$ cat src/rtl/core/rft_pkg.sv
`timescale 1ns / 1ps
// Package for the resource fit table: action codes, transaction payloads
// and the flag group passed from the update datapath. No dependencies.
package rft_pkg;

    localparam int NODE_FIELD_W = 6;
    localparam int DIM_FIELD_W  = 2;
    localparam int FIELD_W      = 32;
    localparam int TOL_W        = 16;
    localparam logic [TOL_W-1:0] TOL_RESET = 16'd1;

    typedef enum logic [1:0] {
        ACT_LOAD  = 2'd0,
        ACT_CHECK = 2'd1,
        ACT_PLACE = 2'd2,
        ACT_NONE  = 2'd3
    } action_t;

    typedef struct packed {
        action_t                   action;
        logic [NODE_FIELD_W-1:0]   node;
        logic [DIM_FIELD_W-1:0]    dim;
        logic                      last_dim;
        logic [FIELD_W-1:0]        unit_req;
        logic [FIELD_W-1:0]        total_req;
        logic [FIELD_W-1:0]        fluid_need;
        logic [FIELD_W-1:0]        unit_cap;
        logic [FIELD_W-1:0]        total_cap;
    } rft_item_t;

    typedef struct packed {
        logic               fits;
        logic [FIELD_W-1:0] available;
        logic [FIELD_W-1:0] fluid_total;
        logic               underflow;
        logic               last;
    } rft_result_t;

    typedef struct packed {
        logic wr;     // entry is rewritten
        logic ok;     // both capacity checks pass
        logic under;  // placement subtraction saturated at zero
    } rft_flags_t;

endpackage

$ cat src/rtl/core/rft_calc.sv
`timescale 1ns / 1ps
// Update datapath for one table entry: load, fit check and placement.
// Depends on rft_pkg.
module rft_calc #(
    parameter int VALUE_BITS = 32
) (
    input  rft_pkg::rft_item_t      item,
    input  logic [rft_pkg::TOL_W-1:0] tolerance,
    input  logic [VALUE_BITS-1:0]   old_avail,
    input  logic [VALUE_BITS-1:0]   old_load,
    input  logic [VALUE_BITS-1:0]   old_unit,
    output logic [VALUE_BITS-1:0]   new_avail,
    output logic [VALUE_BITS-1:0]   new_load,
    output logic [VALUE_BITS-1:0]   new_unit,
    output rft_pkg::rft_flags_t     flags
);
    import rft_pkg::*;

    localparam int VB = VALUE_BITS;

    logic [VB-1:0] unit_req_w;
    logic [VB-1:0] total_req_w;
    logic [VB-1:0] fluid_w;
    logic [VB-1:0] tol_w;
    logic          unit_ok;
    logic          total_ok;
    logic          short_avail;
    logic [VB:0]   load_sum;

    assign unit_req_w  = VB'(item.unit_req);
    assign total_req_w = VB'(item.total_req);
    assign fluid_w     = VB'(item.fluid_need);
    assign tol_w       = VB'(tolerance);

    // req <= cap - tol with a negative difference failing is the same as
    // req + tol <= cap evaluated one bit wider.
    assign unit_ok  = ({1'b0, unit_req_w} + {1'b0, tol_w}) <= {1'b0, old_unit};
    assign total_ok = ({1'b0, total_req_w} + {1'b0, tol_w}) <= {1'b0, old_avail};

    assign short_avail = total_req_w > old_avail;
    assign load_sum    = {1'b0, old_load} + {1'b0, fluid_w};

    always_comb
    begin
        new_avail   = old_avail;
        new_load    = old_load;
        new_unit    = old_unit;
        flags.wr    = 1'b0;
        flags.ok    = 1'b0;
        flags.under = 1'b0;
        unique case (item.action)
            ACT_LOAD:
            begin
                new_avail = VB'(item.total_cap);
                new_unit  = VB'(item.unit_cap);
                new_load  = '0;
                flags.wr  = 1'b1;
            end
            ACT_CHECK:
            begin
                flags.ok = unit_ok & total_ok;
            end
            ACT_PLACE:
            begin
                new_avail   = short_avail ? '0 : old_avail - total_req_w;
                new_load    = load_sum[VB] ? '1 : load_sum[VB-1:0];
                flags.under = short_avail;
                flags.wr    = 1'b1;
            end
            ACT_NONE:
            begin
                flags.wr = 1'b0;
            end
            default:
            begin
                flags.wr = 1'b0;
            end
        endcase
    end

endmodule

$ cat config.mk
export PLATFORM = sky130hd
export DESIGN_NAME = rft_calc
export DESIGN_NICKNAME = d
export VERILOG_FILES = /design/src/rtl/core/rft_pkg.sv /design/src/rtl/core/rft_calc.sv
export SDC_FILE = /design/constraint.sdc
export NUM_CORES = 1
export LEC_CHECK = 0
export BUFFER_PORTS_ARGS = -buffer_cell sky130_fd_sc_hd__buf_2
export CAP_MARGIN = 20
export CORE_ASPECT_RATIO = 0.6
export CORE_MARGIN = 10
export CORE_UTILIZATION = 51
export DETAILED_ROUTE_END_ITERATION = 16
export PLACE_DENSITY = 0.86
export SLEW_MARGIN = 20
export SYNTH_ARGS = -nofsm -noshare
export SYNTH_HDL_FRONTEND = slang
export SYNTH_SLANG_ARGS = --single-unit
$ cat constraint.sdc
create_clock -name vclk -period 4.35
set_input_delay 0 -clock vclk [all_inputs]
set_output_delay 0 -clock vclk [all_outputs]
set_load 0.02 [all_outputs]
==> results of run 1 <==
[critical path, cell delays in order]
cell	delay, ns
buf_2	0.11
buf_4	0.12
ha_2	0.18
inv_1	0.07
fa_2	0.22
nor2b_1	0.05
o21ai_1	0.19
a21oi_2	0.10
buf_4	0.13
buf_4	0.12
buf_4	0.12
buf_4	0.13
o21a_1	0.16
nor2_1	0.13
xnor2_1	0.14
ha_1	0.26
a21o_1	0.19
a21o_1	0.17
a21oi_1	0.12
o21ai_0	0.34
a2111oi_2	0.50
a211oi_2	0.14
a221oi_2	0.23
a21boi_2	0.24
buf_6	0.14
[worst min-delay path by stage]
stage | from | endpoint | slack [ns] | depth (start not counted)
2_1_floorplan | old_load[0] | new_load[0] | 0.17 | 2
3_3_place_gp | item[63] | new_unit[31] | 0.32 | 4
3_5_place_dp | item[47] | new_unit[15] | 0.32 | 4
4_1_cts | item[47] | new_unit[15] | 0.32 | 4
5_1_grt | item[54] | new_unit[22] | 0.33 | 4
6_report | item[47] | new_unit[15] | 0.32 | 4
[cells by family after synthesis]
family,after synthesis,synth area share
AOI/OAI and AO/OA,455,0.350
xor gates and xnor gates,106,0.109
adders and majority gates,164,0.244
buffers and inverters,184,0.0839
muxes,3,0.00367
and+or+nand+nor,378,0.209
[power by group]
| part | switching [mW] | total, mW | internal, mW |
|---|---|---|---|
| combinational | 1.02 | 1.74 | 0.722 |
| clock | 0 | 0.000000154 | 0.000000154 |
| sequential | 0 | 0 | 0 |
| total | 1.02 | 1.74 | 0.722 |
[layout by cell type (no fill, tap or decap), types with 23 or more instances in the layout]
cell type and instances:
a21o_1 61, nor2_1 75, o21ai_0 72, buf_2 372, nor2b_1 25, ha_1 158
buf_4 46, xnor2_1 77, nand3_1 40, xor2_1 28, a21oi_1 107, nand2_1 133
inv_1 135, o21a_1 23, o21ai_1 53
[cells in the mapped netlist, drive strengths merged (10+ instances only)]
master  number  area (µm²)
nor2b       27         169
nor2        77         292
xnor2       78         683
a31oi       13        81.3
a311oi      16         146
nand2      134         503
and3        22         143
nand4       22         138
a221oi      10        87.6
o21a        23         173
o21ai      129         646
a22oi       15         113
ha         160        2000
xor2        28         245
a21o        62         467
nor3        22         110
a211oi      15         118
inv        136         510
a21oi      110         551
nand2b      10        62.6
clkbuf      41         154
nand3       41         205
[layout make-up]
| cell class | count | area, µm² |
|---|---|---|
| inverter | 136 | 510 |
| tap | 228 | 285 |
| antenna | 5 | 12.5 |
| multi-input combinational | 1106 | 7930 |
| fill | 1479 | 5350 |
| timing repair buffer | 419 | 2220 |
[per-stage QoR]
step / cells / hold WS, ns / total power, mW / setup WS, ns
after global routing: 1892 / 0.332 / 1.90 / -0.185
after CTS: 1883 / 0.321 / 1.68 / 0.00767
final: 1894 / 0.319 / 1.74 / 0.0573
after global placement: 1880 / 0.319 / 1.63 / 0.0635
after detailed placement: 1880 / 0.321 / 1.66 / -0.0639
after floorplan: 1290 / 0.170 / 1.10 / 0.125
[metal layers]
metal,up-vias,share of wire,GRT usage
met5,-,0,0
met4,0,0.022,0.0587
met3,56,0.11,0.0706
met2,630,0.43,0.479
met1,5150,0.44,0.413
li1,5442,-,-
[timing repair]
item                                    CTS  global route
pin swaps                                 3            23
hold buffers                              0             0
cloned                                    0             0
buffers inserted                          3             6
endpoints found under the setup margin    1             1
gates resized for setup                   4            32
==> impl_metrics.ini, run 1 <==
[yosys]
synth.net_count = 1737
yosys_warnings = 0
synth_seq_area_share = 0
syn_inst = 1290
syn_avg_cell_area_um2 = 6.60
ys_types = 69
netlist_area_um2 = 8520

[detailed_routing]
detail_route.wl_per_cell_um = 19.8
first_pass_iters = 7
drc_errors = 0
finalWirelength_um = 37400
vias = 11300
first_iter_violations = 1108
ant_nets = 0
routed_via_density = 5.95

[global_routing]
grt_antenna_before_repair = 6
grtUsageTotal = 0.303
grt_overflow = 0
grt_first_pass_wirelength_um = 57300
grt_max_degree = 64
grt_pass1_vias = 10600

[finish]
drive_gt1_frac = 0.281
fin_area_um2 = 11000
flops_and_latches = 0
seq_area_um2 = 0
finalNetCount = 2110
synthToLayoutAreaGrowth_pct = 28.6
fin_util = 0.672
clockBufferCount = 0

[floorplan]
row_count = 36
die_h_um = 120
core_um2 = 16300
die-width_um = 187
ioPinCount = 382
start_util = 0.522
die-area_um2 = 22400

[critical_path]
crit_type = input pin to output port
cp.required_ns = 4.35
worstSetupStartpoint = tolerance[0]
crit_path_end = flags[1]
worst_setup_path_start_kind = input pin
cp_max_fo = 3
worst_setup_path_end_kind = output port
worst_ep_arrival_time_ns = 4.29

[min_path]
hp-class = input pin to output port

[timing]
drv_slew = 0
tightest_slew_ns = 0.892
fmax_mhz = 233
period_share = 0.987
setup_tns_ns = 0
max_slew_margin = 0.399
post-route-min-period_ns = 4.29
setup-violations-final = 0
grt_setup_unrepaired = yes
hold_viol = 0

[power]
vdd_drop_max_mv = 0.121
p_leak_nw = 5.93
power_density_nw_per_um2 = 159

[placed_design]
io_buffers = 373
hpwl_um = 32100
finalWeightedCongestion = 0.993
dpl-instance-area_um2 = 10800

[run_status]
outcome = finished clean

[flow_run]
cap_violations = 0
Power figures use the tool's default switching activity.
==> run 2, diff against run 1 <==
- RECOVER_POWER: not set -> 25
==> impl_metrics.ini, run 2 (same netlist as run 1, synthesis figures left out) <==
[timing]
drv_slew = 64
period_share = 0.985
max_slew_margin = -0.468
fmax_mhz = 233
timing.hold.ws_ns = 0.324
tightest_slew_ns = 2.20
setup_tns_ns = 0
hold_viol = 0
setup-violations-final = 0
post-route-min-period_ns = 4.28
grt_setup_unrepaired = yes

[finish]
seq_area_um2 = 0
synthToLayoutAreaGrowth_pct = 28.2
stdcell_count = 1894
final_common_cell = buf_2
clockBufferCount = 0
flops_and_latches = 0
finalNetCount = 2110
final_cell_mix = 351 x buf_2, 158 x ha_1, 135 x inv_1
drive_gt1_frac = 0.267

[floorplan]
ioPinCount = 382
row_count = 36
die_h_um = 120
start_util = 0.522
die-width_um = 187
core_um2 = 16300
die-area_um2 = 22400

[critical_path]
cp_max_fo = 3
crit_type = input pin to output port
critical_path.top_delay_family = compound AO/OA/AOI/OAI gates
worst-path-buf-inv = 8
worst_setup_path_end_kind = output port
worstSetupStartpoint = tolerance[0]
worst_setup_path_start_kind = input pin
crit_cells = 25
crit_path_end = flags[1]
cpPeakStageDelay_ns = 0.50
cp.required_ns = 4.35
crit_path_frequent_cell = buf_4
cp_slowest_cell = a2111oi_2
worst_ep_arrival_time_ns = 4.28

[detailed_routing]
first_iter_violations = 1146
detail_route.wl_per_cell_um = 19.8
finalWirelength_um = 37500
routed_via_density = 5.97
vias = 11300
drc_errors = 0
ant_nets = 0
first_pass_iters = 7

[global_routing]
grt_overflow = 0
grt_max_degree = 64
grt_first_pass_wirelength_um = 57300
grt_antenna_before_repair = 6
grtUsageTotal = 0.303
grt_pass1_vias = 10600

[power]
p_switching_mw = 1.02
pwr-share-clk = 0
power_density_nw_per_um2 = 159
vdd_drop_max_mv = 0.121
internal_power_mw = 0.718
p_comb_frac = 1.000
p_leak_nw = 5.86
seq_power_share = 0
switching_share = 0.586

[placed_design]
dp_cells = 1880
finalWeightedCongestion = 0.993
io_buffers = 373
hpwl_um = 32100

[run_status]
outcome = finished with violations
violations = max-capacitance violations, max-slew violations

[clock_tree]
cts_hold_buf = 0

[flow_run]
cap_violations = 1

[min_path]
hold_start = item[52]
hp-class = input pin to output port
[run 2: cell count changes in the layout (fill, tap and decap cells not counted), sizes merged]
cell / previous run / this run
buf: 419 / 396
clkbuf: 0 / 23
[run 2: final cells by class]
| class | count | area [µm²] |
|---|---|---|
| Multi-Input combinational cell | 1106 | 7930 |
| Fill cell | 1495 | 5380 |
| Tap cell | 228 | 285 |
| Inverter | 136 | 510 |
| Antenna cell | 5 | 12.5 |
| Timing Repair Buffer | 419 | 2190 |
[run 2: stage by stage]
stage                     instance area (µm²)  setup WS [ns]  power [mW]  utilization
after global routing                    10900         -0.185        1.90        0.670
after CTS                               10800        0.00767        1.68        0.662
after global placement                  10800         0.0635        1.63        0.660
final                                   10900         0.0671        1.74        0.670
after detailed placement                10800        -0.0639        1.66        0.660
after floorplan                          8520          0.125        1.10            -
[run 2: worst min path at each step]
stage | to | slack [ns] | cells after the start
after detailed placement | new_unit[15] | 0.32 | 4
after floorplan | new_load[0] | 0.17 | 2
after CTS | new_unit[15] | 0.32 | 4
after global placement | new_unit[31] | 0.32 | 4
final | new_unit[20] | 0.32 | 4
after global routing | new_unit[22] | 0.33 | 4
[run 2: tightest hold or removal path, stage by stage]
cell     delay (ns)
buf_2          0.08
nand2_1        0.04
o21ai_0        0.05
buf_2          0.16
[run 2: power groups by stage]
stage / clock, mW / sequential, mW / combinational, mW
6_report: 0.000000154 / 0 / 1.74
5_1_grt: 0.0000000923 / 0 / 1.90
4_1_cts: 0 / 0 / 1.68
3_5_place_dp: 0 / 0 / 1.66
3_3_place_gp: 0 / 0 / 1.63
2_1_floorplan: 0 / 0 / 1.10
[run 2: routing by layer]
| metal | global-route usage | wire, µm | share of wire |
|---|---|---|---|
| met5 | 0 | 0 | 0 |
| met2 | 0.479 | 16200 | 0.43 |
| met4 | 0.0587 | 669 | 0.018 |
| met1 | 0.413 | 16500 | 0.44 |
| met3 | 0.0706 | 4050 | 0.11 |
[run 2: what timing repair did]
action | in CTS | in global routing
endpoints found under the setup margin | 1 | 1
hold endpoints to repair | 0 | 0
resized for setup | 4 | 32
buffers inserted | 3 | 6
pin swaps | 3 | 23
==> run 3, diff against run 2 <==
- CORE_UTILIZATION: 51 -> 53
- PLACE_DENSITY: 0.86 -> 0.89
- SKIP_LAST_GASP: not set -> 1
- clock period: 4.35 -> 5.5 ns (I/O delays scaled with it)
==> impl_metrics.ini, run 3 (same netlist as run 1, synthesis figures left out) <==
[run_status]
outcome = finished with violations
violations = max-capacitance violations, max-slew violations

[power]
switching_share = 0.593
p_leak_nw = 5.66
internal_power_mw = 0.532
vdd_drop_max_mv = 0.0840
p_comb_frac = 1.000
pwr-share-clk = 0
seq_power_share = 0
power_density_nw_per_um2 = 125
p_switching_mw = 0.776
power_mw = 1.31

[floorplan]
die-area_um2 = 21700
core_um2 = 15500
die-width_um = 184
die_h_um = 118
row_count = 35
start_util = 0.548
ioPinCount = 382

[finish]
multiInputGateArea_um2 = 7810
final_common_cell = buf_2
fin_area_um2 = 10500
clockBufferCount = 0
finalNetCount = 2073
final_cell_mix = 352 x buf_2, 160 x ha_1, 135 x inv_1
synthToLayoutAreaGrowth_pct = 23.1
flops_and_latches = 0
seq_area_um2 = 0
drive_gt1_frac = 0.233
n_fill_cell = 1428

[global_routing]
grt_antenna_before_repair = 6
grt_pass1_vias = 10400
grt_max_degree = 47
grtUsageTotal = 0.293
grt_first_pass_wirelength_um = 53900
grt_overflow = 0

[critical_path]
crit_type = input pin to output port
worst_setup_path_end_kind = output port
cp.required_ns = 5.50
worst_setup_path_start_kind = input pin
cp_max_fo = 4
worst_ep_arrival_time_ns = 5.07

[timing]
period_share = 0.922
setup-violations-final = 0
grt_setup_unrepaired = no
fmax_mhz = 197
post-route-min-period_ns = 5.07
drv_slew = 168
fin_ws_ns = 0.430
timing.hold.ws_ns = 0.324
max_slew_margin = -0.578
hold_viol = 0
setup_tns_ns = 0
tightest_slew_ns = 2.36

[detailed_routing]
wl_met3_um = 4070
ant_nets = 0
wl_met2_um = 15100
routed_via_density = 5.97
vias = 10900
first_iter_violations = 1026
first_pass_iters = 5
top_layer_used = met5
finalWirelength_um = 35000
wl_met1_um = 15300
detail_route.wl_per_cell_um = 19.1
drc_errors = 0

[flow_run]
cap_violations = 4

[clock_tree]
cts_hold_buf = 0
cts-resized-gates = 0
cts_setup_buffers = 0

[placed_design]
io_buffers = 373
place_ws_ns = 0.563
dpl-instance-area_um2 = 10500
finalWeightedCongestion = 0.986
hpwl_um = 30400

[min_path]
hp-class = input pin to output port
[run 3: per-layer routing]
metal | vias up | GRT usage
met5 | - | 0
met2 | 602 | 0.467
met1 | 4931 | 0.399
met4 | 2 | 0.0367
met3 | 36 | 0.0725
li1 | 5356 | -
[run 3: layout make-up]
class,instances,share of cell area
Tap cell,203,0.0242
Antenna cell,4,0.000954
Inverter,136,0.0487
Multi-Input combinational cell,1106,0.745
Timing Repair Buffer,382,0.181
[run 3: metrics by stage]
stage / cells / util
after floorplan: 1290 / -
after global placement: 1827 / 0.676
after detailed placement: 1827 / 0.676
after CTS: 1827 / 0.676
after global routing: 1829 / 0.674
final: 1831 / 0.675
[run 3: critical path, cell delays in order]
cell	delay, ns
buf_2	0.10
ha_1	0.18
inv_1	0.06
fa_1	0.40
nor2b_1	0.11
o21ai_0	0.10
a21oi_1	0.31
o21ai_1	0.17
o31ai_1	0.69
a211o_1	0.22
a21o_1	0.14
nand3_1	0.11
xnor2_1	0.25
ha_1	0.30
a21o_1	0.16
a21o_1	0.17
a21oi_1	0.14
o21ai_0	0.18
a2111oi_0	0.39
a211oi_1	0.17
a221oi_1	0.33
a21boi_1	0.20
buf_2	0.18
[run 3: power groups by stage]
stage | clock network, mW | logic, mW | registers [mW]
CTS | 0 | 1.28 | 0
floorplan | 0 | 0.874 | 0
global placement | 0 | 1.25 | 0
finish | 0.0000000974 | 1.31 | 0
global route | 0.0000000487 | 1.43 | 0
detailed placement | 0 | 1.28 | 0
[run 3: worst paths after layout]
check,startpoint,end,slack (ns),cells after the start
setup / recovery,tolerance[0],flags[1],0.43,23
hold / removal,item[43],new_unit[11],0.32,4
